## src/rtl/core/sacf_pkg.sv

```systemverilog
`default_nettype none

package sacf_pkg;

    // defaults for the top-level parameters
    localparam int DEF_SETS      = 64;
    localparam int DEF_WAYS      = 4;
    localparam int DEF_ADDR_BITS = 32;

    // fixed port widths
    localparam int ADDR_PORT_W = 32;
    localparam int WAY_USED_W  = 2;

    typedef enum logic [1:0] {
        ST_CLEAR,
        ST_IDLE,
        ST_DIVIDE,
        ST_LOOKUP
    } ctl_state_t;

    // controller to datapath
    typedef struct packed {
        logic clear_wr;
        logic load;
        logic div_step;
        logic lookup;
    } ctl_cmd_t;

    // datapath to controller
    typedef struct packed {
        logic clear_done;
        logic div_done;
    } ctl_sts_t;

endpackage

`default_nettype wire

```

## src/rtl/core/sacf_ctrl.sv

```systemverilog
`default_nettype none

module sacf_ctrl
    import sacf_pkg::*;
(
    input  wire logic     clk,
    input  wire logic     rst_n,
    input  wire logic     start,
    input  wire ctl_sts_t sts,
    output ctl_cmd_t      cmd,
    output logic          busy
);

    ctl_state_t state_reg;
    ctl_state_t state_next;

    always_ff @(posedge clk or negedge rst_n)
    begin
        if (!rst_n)
        begin
            state_reg <= ST_CLEAR;
        end
        else
        begin
            state_reg <= state_next;
        end
    end

    always_comb
    begin
        state_next = state_reg;
        cmd        = '0;
        case (state_reg)
            ST_CLEAR:
            begin
                cmd.clear_wr = 1'b1;
                if (sts.clear_done)
                begin
                    state_next = ST_IDLE;
                end
            end
            ST_IDLE:
            begin
                if (start)
                begin
                    cmd.load   = 1'b1;
                    state_next = ST_DIVIDE;
                end
            end
            ST_DIVIDE:
            begin
                // set index final: the row read this cycle is the right one
                if (sts.div_done)
                begin
                    state_next = ST_LOOKUP;
                end
                else
                begin
                    cmd.div_step = 1'b1;
                end
            end
            ST_LOOKUP:
            begin
                cmd.lookup = 1'b1;
                state_next = ST_IDLE;
            end
            default:
            begin
                state_next = ST_IDLE;
            end
        endcase
    end

    assign busy = (state_reg != ST_IDLE);

endmodule

`default_nettype wire

```

## config.mk

```make
export PLATFORM = sky130hd
export DESIGN_NAME = sacf_ctrl
export DESIGN_NICKNAME = d
export VERILOG_FILES = /design/src/rtl/core/sacf_pkg.sv /design/src/rtl/core/sacf_ctrl.sv
export SDC_FILE = /design/constraint.sdc
export NUM_CORES = 1
export LEC_CHECK = 0
export ABC_CLOCK_PERIOD_IN_PS = 1800
export BUFFER_PORTS_ARGS = -buffer_cell sky130_fd_sc_hd__clkbuf_2
export CORE_AREA = 2 2 39 41
export DETAILED_ROUTE_END_ITERATION = 12
export DIE_AREA = 0 0 41 43
export PLACE_DENSITY = 0.31
export SETUP_SLACK_MARGIN = 0.4
export SLEW_MARGIN = 40
export SYNTH_ARGS = -nofsm -noshare
export SYNTH_HDL_FRONTEND = slang
export SYNTH_SLANG_ARGS = --single-unit
```

## constraint.sdc

```tcl
create_clock -name clk -period 1.8 [get_ports clk]
set_input_delay 0.09 -clock clk [delete_from_list [all_inputs] [get_ports clk]]
set_output_delay 0.09 -clock clk [all_outputs]
set_load 0.01 [all_outputs]
```

## Yosys cells after proc, flatten, opt, wreduce, memory -nomap -nowiden

Index checks and enable logic that the tools add are counted.

- Equality and inequality tests: 7
- Muxes and demuxes: 10
- Reductions and logical operators: 2

Operators with widths:

| cell | number |
|---|---|
| $pmux 2 s4 | 1 |
| $mux 1 | 6 |
| $mux 2 | 3 |
| $ne 2x2->1 const B | 3 |
| $eq 2x2->1 const B | 2 |
| $reduce_and 3->1 | 1 |
| $eq 2x1->1 const B | 1 |
| $logic_not 2->1 | 1 |
| $ne 2x1->1 const B | 1 |

- Register bits: 2
- Input port bits: 5
- Output and inout port bits: 5
- Word-level logic and storage cells: 20

## Logic depth before layout (Yosys ltp)

Gate-level depths: netlist (run 1).

- Depth in word-level cells: 3
- Depth in mapped cells: 5
- Gate-level depth less buffers: 5

## Worst setup path before layout (run 1)

OpenSTA, ideal clock, no wires.

- Kind: reg-to-reg
- Start point: reg state_reg[0]
- End point: reg state_reg[1]
- Setup time: 0.125 ns
- Arrival time: 1.267 ns
- Data required time: 1.675 ns
- Slack: 0.408 ns
- Cell stages (with the launch flop): 6
- Buffers on the path: 0
- Clock period less this slack: 1.392 ns
- Cells stage by stage: dfrtp_1 -> inv_1 -> ha_1 -> nor2b_4 -> a221oi_4 -> mux2_4

- Cells in the longest elaborated chain, start to end: 3
- Elaborated cells on any way between the ends: 9
- Those cells by class: 6 x eq/ne; 1 x mux; 2 x reduce/logical

Ends and longest elaborated chain:

| what | RTL line | text |
|---|---|---|
| start, declared | sacf_ctrl.sv:14 | `ctl_state_t state_reg;` |
| start signal, assigned | sacf_ctrl.sv:25 | `state_reg <= state_next;` |
| $eq 2x2->1 (tied with other cells) | sacf_ctrl.sv:33 | `case (state_reg)` |
| $ne 2x2->1 (no line) | - |  |
| $reduce_and 3->1 (no line) | - |  |

Several ways; a longest one is shown, not always the timed one.
A chain may end at the register's enable or synchronous reset.

## Final worst setup path (run 1)

Same ends and word-level chain as after synthesis.

==> metrics.txt, run 1 <==
Max Clk Rate=between 700 and 800 MHz; Residual DRC=0; area added between synthesis and finish=79.3%; H-tree depth=1; clk buf depth=2; share of the synthesized area in the top cell type=0.267; Num CTS Buffers=3; clock power share=0.172; Post-synth top cells=ha_1, inv_1, dfrtp_1; largest net degree at the start of global routing=4; Synth Instances=16; slew margin rel.=0.842; synthesized flop and latch total=2; critical path class=reg2reg; I/O Pins=10; Mapped Nets=25; GPL Wtd Cong=0.566; RSZ-0062 raised after global routing=yes; GR peak layer=met2; Die Footprint=1760 sq um; Hold WC Path Type=in2async; Initial Util=0.136; Yosys top cell by area=dfrtp_1; post-DP HPWL=270 um; CP Depth=5; Sw Ratio=0.375; worst setup path startpoint=state_reg[0]; Post-synth top flop=dfrtp_1; width of the die=41 um; NetSw=around 210 uW; max reg flops=2; Worst setup EP type=register; Setup Viol. Count Final=0; Yosys cell types=9; vias in the first global route=173; Pleak=between 0.00015 and 0.0002 uW; outcome=finished clean; sequential share of power=0.184; Fillers=~160; Slew Limit Fails=0; GR Util All Layers=0.0602; R2R setup slack=a little over 0.4 ns; met2 usage=0.0875; Critical Path AT=1.49 ns; Buf/Inv on CP=1; fraction of layout cells with a size suffix above 1=0.781; Die Ht=between 40 and 50 um; Post-DP Area=~250 sq um; Core ar.=around 1400 sq um; CTS tree=done; Worst-path clk slew=around 0.03 ns; Crit path max-delay family=flip-flops; first-pass GRT wire length=a little over 600 um; number of port buffers=9; Post-Syn Area=188 sq um; CP Cell Sequence=inv_2 > ha_4 > nor2b_4 > a221oi_4 > mux2_4; CTS root buf=clkbuf_4; worst reg2reg path startpoint=state_reg[0]; Routed WL per cell=between 7 and 8 um; worst-skew pair later-pin latency=around 0.22 ns; RR Endpoint=state_reg[1]; grt met3 use=0.0471; row cnt=14; worst-margin pin slew=between 0.2 and 0.25 ns; Post-Route WL=371 um; DRT iter0 DRCs=1; clk_skew=around 0.0024 ns; Pint=354 uW; period utilisation layout=0.774; GRT met1 Usage=0.0353; combinational group share of total power=0.644; clock sinks=2; asr flop ratio synth=1.00; Reg2Reg Depth=5; DRT Pass-1 Iters=2; Nets=43; Antenna Cells=0; Syn Area/Cell=11.7 sq um; Hold Worst Slack=between 0.15 and 0.2 ns; maximum VDD drop=~0.36 mV; P per Cell Area=between 1500 and 2000 nW/um^2; sequential share of the synthesized area=0.267; final core utilization=0.243; Worst Path Max Fanout=3; initial antenna violation count=0; final instance area=between 300 and 400 sq um; total negative slack=0 ns; Overflow after GRT=0; Final ANT Viol Nets=0; fin crit period=roughly 1.4 ns; routed vias/inst=~3.4; Pwr Total=between 500 and 600 uW; startpoint types=register; max incr delay on CP=~0.4 ns; max-cap viol count=0; Hold Fails Final Rpt=0; largest cells by area after synthesis=dfrtp_1, ha_1, a221oi_4, inv_1, mux2_4; Worst path slowest cell=dfrtp_2; routed vias=around 160; Req. time, crit path=between 1.5 and 2 ns; Synth Warn #=0; Critical Path Sink=state_reg[1]; Post-synth EDFFs=0
[repair_timing]
item / CTS / global route
buffers inserted: 2 / 1
gates resized for setup: 3 / 5
pin swaps: 1 / 1
endpoints found under the setup margin: 1 / 3
cloned: 0 / 0
hold buffers: 1 / 0
endpoints found under the hold margin: 2 / 0
[cell families after synthesis]
group | synth area share
mux | 0.133
compound gates | 0.140
simple gates | 0.0933
fa+ha+maj | 0.267
buf+inv | 0.100
flops | 0.267
[power by group through the flow]
| stage | Combinational, uW | Sequential, uW | Clock (uW) |
|---|---|---|---|
| 6_report | 364 | 104 | 97.3 |
| 2_1_floorplan | 213 | 86.6 | 0 |
| 4_1_cts | 329 | 91.2 | 105 |
| 3_5_place_dp | 282 | 91.3 | 0 |
| 5_1_grt | 403 | 107 | 109 |
| 3_3_place_gp | 283 | 92.8 | 0 |
[metal layers]
layer	wire length [um]	part of all wire
met1	130	0.35
met2	226	0.61
met3	13	0.035
met4	0	0
met5	0	0
[worst min-delay path by stage]
stage                      from            to  slack [ns]
after global routing      rst_n  state_reg[1]        0.20
after floorplan           rst_n  state_reg[0]       -0.21
after global placement    rst_n  state_reg[1]       -0.13
after CTS                 rst_n  state_reg[0]        0.18
after detailed placement  rst_n  state_reg[0]       -0.12
final                     rst_n  state_reg[1]        0.19
[worst reg2reg max path, delay by kind of cell (launching register included)]
kind                     cells  cell delay [ns]
flip-flops                   1             0.40
AND/OR/NAND/NOR              1             0.12
adder cells (fa/ha/maj)      1             0.15
multiplexers                 1             0.32
buffers and inverters        1             0.07
AO/OA/AOI/OAI                1             0.21
[metrics by stage]
| stage | setup WS [ns] | std cells |
|---|---|---|
| floorplan | 0.408 | 16 |
| global placement | 0.310 | 41 |
| detailed placement | 0.332 | 41 |
| CTS | 0.393 | 47 |
| global route | 0.360 | 48 |
| finish | 0.407 | 48 |
[cells in the final DEF (no fill, tap or decap), types with 2 or more instances in the layout]
cell      n
buf_4     3
clkbuf_2  9
clkbuf_4  3
ha_4      2
inv_1     2
inv_2     3
[final cells by class]
type / instances / area, sq um / area share
well taps: 16 / 20.0 / 0.0595
repair buffers: 13 / 77.6 / 0.230
flip-flops and latches: 2 / 51.3 / 0.152
multi-input cells: 9 / 146 / 0.435
clock buffers: 3 / 22.5 / 0.0669
inverters: 5 / 18.8 / 0.0558
Power figures use the tool's default switching activity.
==> run 2, diff against run 1 <==
ABC_CLOCK_PERIOD_IN_PS = 1350   (was 1800)
clock period = 1.35 ns   (was 1.8 ns; I/O delays follow)
==> run 2 against run 1 <==
The flow now finishes with violations (setup timing). Final cell count up 4.2%. Register-to-register slack worse by 0.44 ns. Clock-buffer cell count unchanged. Clock skew down 0.0023 ns. Critical endpoint unchanged.
==> metrics.txt, run 2 (synthesis results as in run 1) <==
Post-Layout Cell Count=50 (+4.2%); clk buf depth=2 (unchanged); Max Clk Rate=723 MHz (+0.76%); routed vias=167 (+2.5%); width of the die=41 um (unchanged); multi-input logic area=141 sq um (-3.4%); Final ANT Viol Nets=0 (unchanged); final core utilization=0.254 (+0.0108); commonest non-fill, non-tap cell in the layout=clkbuf_2; DRT iter0 DRCs=0 (-1); GR Util All Layers=0.0582 (-0.00195); slew margin rel.=0.837 (-0.00501); Setup Viol. Count Final=2 (+2); failing checks=setup timing; max reg flops=2 (unchanged); Critical Path AT=1.49 ns (about the same); NetSw=282 uW (+33%); number of port buffers=9 (unchanged); Worst Path Max Fanout=3 (unchanged); Req. time, crit path=1.45 ns (-0.45 ns); worst-margin pin slew=0.244 ns (+0.00752 ns); fin crit period=1.38 ns (-0.0105 ns); Initial Util=0.136 (unchanged); Core ar.=1380 sq um (unchanged); Sw Ratio=0.364 (-0.0109); Pwr Total=774 uW (+37%); commonest cells after routing, fill and taps aside=clkbuf_2, buf_4, inv_1, ha_2, clkbuf_4; max-cap viol count=0 (unchanged); vias in the first global route=175 (+1.2%); period utilisation layout=1.02 (+0.250); startpoint types=register; CTS tree=done; Pint=492 uW (+39%); Residual DRC=0 (unchanged); Die Footprint=1760 sq um (unchanged); Fillers=158 (-0.63%); Worst path slowest cell=dfrtp_1; routed vias/inst=3.34 (-1.6%); Pleak=0.000182 uW (+5.8%); H-tree depth=1 (unchanged); CTS root buf=clkbuf_4; initial antenna violation count=0 (unchanged); clock sinks=2 (unchanged); Worst setup EP type=register; combinational group share of total power=0.676 (+0.032); final worst slack=-0.0329 ns (-0.439 ns); GPL Wtd Cong=0.649 (+15%); R2R setup slack=-0.03 ns (-0.44 ns); largest net degree at the start of global routing=4 (unchanged); Die Ht=43 um (unchanged); placed cell count=44 (+7.3%); Num CTS Buffers=3 (unchanged); clock power share=0.171 (about the same); Post-Route WL=384 um (+3.5%); worst setup path startpoint=state_reg[0]; outcome=finished with violations; Hold WC Path Type=in2async; critical path class=reg2reg; Antenna Cells=0 (unchanged); Hold Fails Final Rpt=0 (unchanged); CP Cell Sequence=inv_2 > ha_2 > nor2b_4 > a221oi_4 > mux2_4; clk_skew=0.0000372 ns (-0.00232 ns); RR Endpoint=state_reg[1]; first-pass GRT wire length=593 um (-3.4%); Nets=45 (+4.7%); worst reg2reg path startpoint=state_reg[0]; Slew Limit Fails=0 (unchanged); maximum VDD drop=0.901 mV (+150%); sequential share of power=0.153 (-0.031); DRT Pass-1 Iters=1 (-1); Worst-path clk slew=0.03 ns (about the same); P per Cell Area=2200 nW/um^2 (+31%); Reg2Reg Depth=5 (unchanged); fraction of layout cells with a size suffix above 1=0.794 (+0.0129); row cnt=14 (unchanged); worst-skew pair later-pin latency=0.22 ns (about the same); I/O Pins=10 (unchanged); Overflow after GRT=0 (unchanged); Seq. cell area=50.0 sq um (-2.4%); Routed WL per cell=7.68 um (-0.64%); post-DP HPWL=314 um (+16%); RSZ-0062 raised after global routing=yes; max incr delay on CP=0.37 ns (-0.03 ns); area added between synthesis and finish=87.3%
run 2: power by group through the flow:
| stage | registers [uW] | clock network (uW) | logic, uW |
|---|---|---|---|
| final | 119 | 132 | 523 |
| after global routing | 124 | 147 | 569 |
| after CTS | 119 | 144 | 519 |
| after detailed placement | 120 | 0 | 468 |
| after global placement | 122 | 0 | 464 |
| after floorplan | 119 | 0 | 301 |
run 2: layer usage:
layer	vias to the layer above	track usage	share of wire
met5	-	0	0
met4	0	0.100	0
met3	0	0.0157	0.099
met2	7	0.0781	0.51
met1	73	0.0482	0.39
li1	87	-	-
run 2: how the worst max path moves through the flow:
stage / end / cells past startpoint
2_1_floorplan: state_reg[1] / 4
3_3_place_gp: state_reg[1] / 5
3_5_place_dp: state_reg[1] / 5
4_1_cts: state_reg[1] / 5
5_1_grt: state_reg[0] / 6
6_report: state_reg[1] / 5
run 2: per-stage QoR:
step | setup slack [ns] | setup TNS, ns | cell area (sq um) | hold slack (ns)
2_1_floorplan | -0.0250 | -0.0250 | 198 | -0.228
3_3_place_gp | -0.0758 | -0.0758 | 285 | -0.146
3_5_place_dp | -0.0755 | -0.0755 | 285 | -0.143
4_1_cts | -0.0514 | -0.0986 | 338 | 0.150
5_1_grt | -0.112 | -0.264 | 352 | 0.170
6_report | -0.0329 | -0.0434 | 352 | 0.163
run 2: layout make-up:
type | count | area share
inverters | 5 | 0.0534
well taps | 16 | 0.0569
clock buffers | 3 | 0.0641
flip-flops and latches | 2 | 0.142
multi-input cells | 9 | 0.402
repair buffers | 15 | 0.281
run 2: critical path, delay by kind of cell, from the launching register on:
family                     cells  cell delay [ns]
AOI/OAI and AO/OA              1             0.22
muxes                          1             0.32
adders and majority gates      1             0.16
buffers and inverters          1             0.06
DFF                            1             0.37
and+or+nand+nor                1             0.13
run 2: what timing repair did:
action | in CTS | in global routing
endpoints found under the setup margin | 7 | 7
resized for setup | 2 | 3
setup buffers | 1 | 1
gates cloned | 0 | 0
hold buffers | 1 | 0
pin swaps | 1 | 1
hold endpoints to repair | 2 | 0
==> run 3, diff against run 2 <==
BUFFER_PORTS_ARGS = not set   (was -buffer_cell sky130_fd_sc_hd__clkbuf_2)
DONT_BUFFER_PORTS = 1   (was not set)
PLACE_DENSITY = 0.3   (was 0.31)
==> run 3 against run 2 <==
The flow still finishes with violations (setup timing). Combinational power decreased by 4.0%. Sequential cell count unchanged. Clock-buffer cell count stayed put. Hold slack got worse by 0.087 ns. Sequential share of layout area is 1.5 points higher. Register-to-register slack got worse by 0.04 ns. Global-route usage shrank 0.51 points. Worst setup slack worse by 0.039 ns. Wire length decreased by 7.3%. Total power decreased by 2.9%. Final cell count shrank 16%. First-iteration DRC count did not move. Critical endpoint unchanged. Largest power group unchanged. Highest routed layer unchanged.
==> metrics.txt, run 3 (synthesis results as in run 1) <==
outcome=finished with violations; failing checks=setup timing; Pleak=0.000150 uW (-18%); startpoint types=register; worst-margin pin slew=0.259 ns (+0.0148 ns); routed vias=140 (-16%); Hold Fails Final Rpt=0 (unchanged); Worst setup EP type=register; CTS root buf=clkbuf_4; Worst Path Max Fanout=3 (unchanged); Residual DRC=0 (unchanged); Sw Ratio=0.377 (+0.0122); CP Cell Sequence=inv_2 > ha_2 > nor2b_4 > a221oi_4 > mux2_4; Worst-path clk slew=0.03 ns (about the same); initial antenna violation count=0 (unchanged); clk buf depth=2 (unchanged); area added between synthesis and finish=70.0%; Critical Path AT=1.52 ns (+0.03 ns); Antenna Cells=0 (unchanged); Final ANT Viol Nets=0 (unchanged); row cnt=14 (unchanged); placed cell count=37 (-16%); CTS tree=done; Fillers=150 (-5.1%); commonest non-fill, non-tap cell in the layout=buf_4; commonest cells after routing, fill and taps aside=buf_4, ha_2, clkbuf_4; Worst path slowest cell=dfrtp_1; sequential share of power=0.160 (+0.007); Num CTS Buffers=3 (unchanged); Req. time, crit path=1.45 ns (about the same); Initial Util=0.136 (unchanged); worst-skew pair later-pin latency=0.22 ns (about the same); P per Cell Area=2360 nW/um^2 (+7.0%); slew margin rel.=0.827 (-0.00984); GR Util All Layers=0.0532 (-0.00507); routed vias/inst=3.33 (-0.20%); H-tree depth=1 (unchanged); GPL Wtd Cong=0.581 (-10%); Overflow after GRT=0 (unchanged); combinational group share of total power=0.668 (-0.008); number of port buffers=0 (-9); Setup Viol. Count Final=1 (-1); I/O Pins=10 (unchanged); period utilisation layout=1.05 (+0.0289); post-DP HPWL=289 um (-8.0%); width of the die=41 um (unchanged); fraction of layout cells with a size suffix above 1=0.769 (-0.0249); Nets=37 (-18%); final core utilization=0.231 (-0.0235); DRT iter0 DRCs=0 (unchanged); critical path class=reg2reg; max reg flops=2 (unchanged); Pint=468 uW (-4.7%); worst setup path startpoint=state_reg[0]; Post-Layout Cell Count=42 (-16%); clock power share=0.172 (about the same); Post-Route WL=356 um (-7.3%); R2R setup slack=-0.07 ns (-0.04 ns); first-pass GRT wire length=579 um (-2.4%); Max Clk Rate=703 MHz (-2.7%); Routed WL per cell=8.48 um (+10%); fin crit period=1.42 ns (+0.0390 ns); clock sinks=2 (unchanged); Die Footprint=1760 sq um (unchanged); clk_skew=0.00371 ns (+0.00367 ns); worst reg2reg path startpoint=state_reg[0]; Hold WC Path Type=in2async; largest net degree at the start of global routing=4 (unchanged); DRT Pass-1 Iters=1 (unchanged); Die Ht=43 um (unchanged); RSZ-0062 raised after global routing=yes; vias in the first global route=154 (-12%); maximum VDD drop=0.847 mV (-6.0%); max incr delay on CP=0.37 ns (about the same); max-cap viol count=0 (unchanged); Slew Limit Fails=0 (unchanged); final worst slack=-0.0718 ns (-0.0390 ns); NetSw=283 uW (+0.40%); Core ar.=1380 sq um (unchanged)
-- run 3: cell count changes in the layout (fill, tap and decap cells not counted) --
cell,change
inv_4,+1
buf_2,-1
clkbuf_2,-7
nor2_2,-1
nor2_4,+1
inv_1,-1
-- run 3: final timing paths --
path / endpoint / cells after the start
min: state_reg[0] / 1
max in group asynchronous: state_reg[1] / 1
max reg2reg: state_reg[1] / 5
min reg2reg: state_reg[0] / 2
max: state_reg[1] / 5
min in group clk: state_reg[0] / 3
-- run 3: area by class of cell --
| class | count | area (sq um) | area share |
|---|---|---|---|
| clock buffer | 3 | 22.5 | 0.0706 |
| inverter | 5 | 21.3 | 0.0667 |
| sequential | 2 | 50.0 | 0.157 |
| multi-input combinational | 9 | 146 | 0.459 |
| tap | 16 | 20.0 | 0.0627 |
| timing repair buffer | 7 | 58.8 | 0.184 |
-- run 3: timing repair --
action,in CTS,in global routing
hold endpoints to repair,2,0
buffers inserted,1,0
endpoints found under the setup margin,7,7
gates resized for setup,4,2
hold buffers,1,0
-- run 3: worst max-delay path, delay by kind of cell, from the launching register on --
| family | cells | cell delay, ns |
|---|---|---|
| buf+inv | 1 | 0.06 |
| fa+ha+maj | 1 | 0.17 |
| flops | 1 | 0.37 |
| simple gates | 1 | 0.13 |
| compound gates | 1 | 0.23 |
| mux | 1 | 0.33 |
-- run 3: power groups by stage --
stage	clock network [uW]	registers [uW]	logic, uW
after floorplan	0	119	301
after global placement	0	120	445
after detailed placement	0	121	439
after CTS	139	121	493
after global routing	149	126	549
final	129	120	502
-- run 3: stage by stage --
stage                     hold slack [ns]  TNS, ns  setup slack (ns)  cell area (sq um)  total power, uW
after floorplan                    -0.228  -0.0250           -0.0250                198              420
after global placement             -0.228  -0.0748           -0.0748                255              565
after detailed placement           -0.228  -0.0734           -0.0734                255              560
after CTS                          0.0652  -0.0824           -0.0824                312              752
after global routing               0.0612   -0.178            -0.133                319              824
final                              0.0761  -0.0718           -0.0718                319              752
-- run 3: metal layers --
metal | up-vias | wire [um] | track usage
met2 | 7 | 179 | 0.0719
li1 | 70 | - | -
met1 | 63 | 155 | 0.0577
met4 | 0 | 0 | 0.0600
met3 | 0 | 21 | 0.0157
met5 | - | 0 | 0
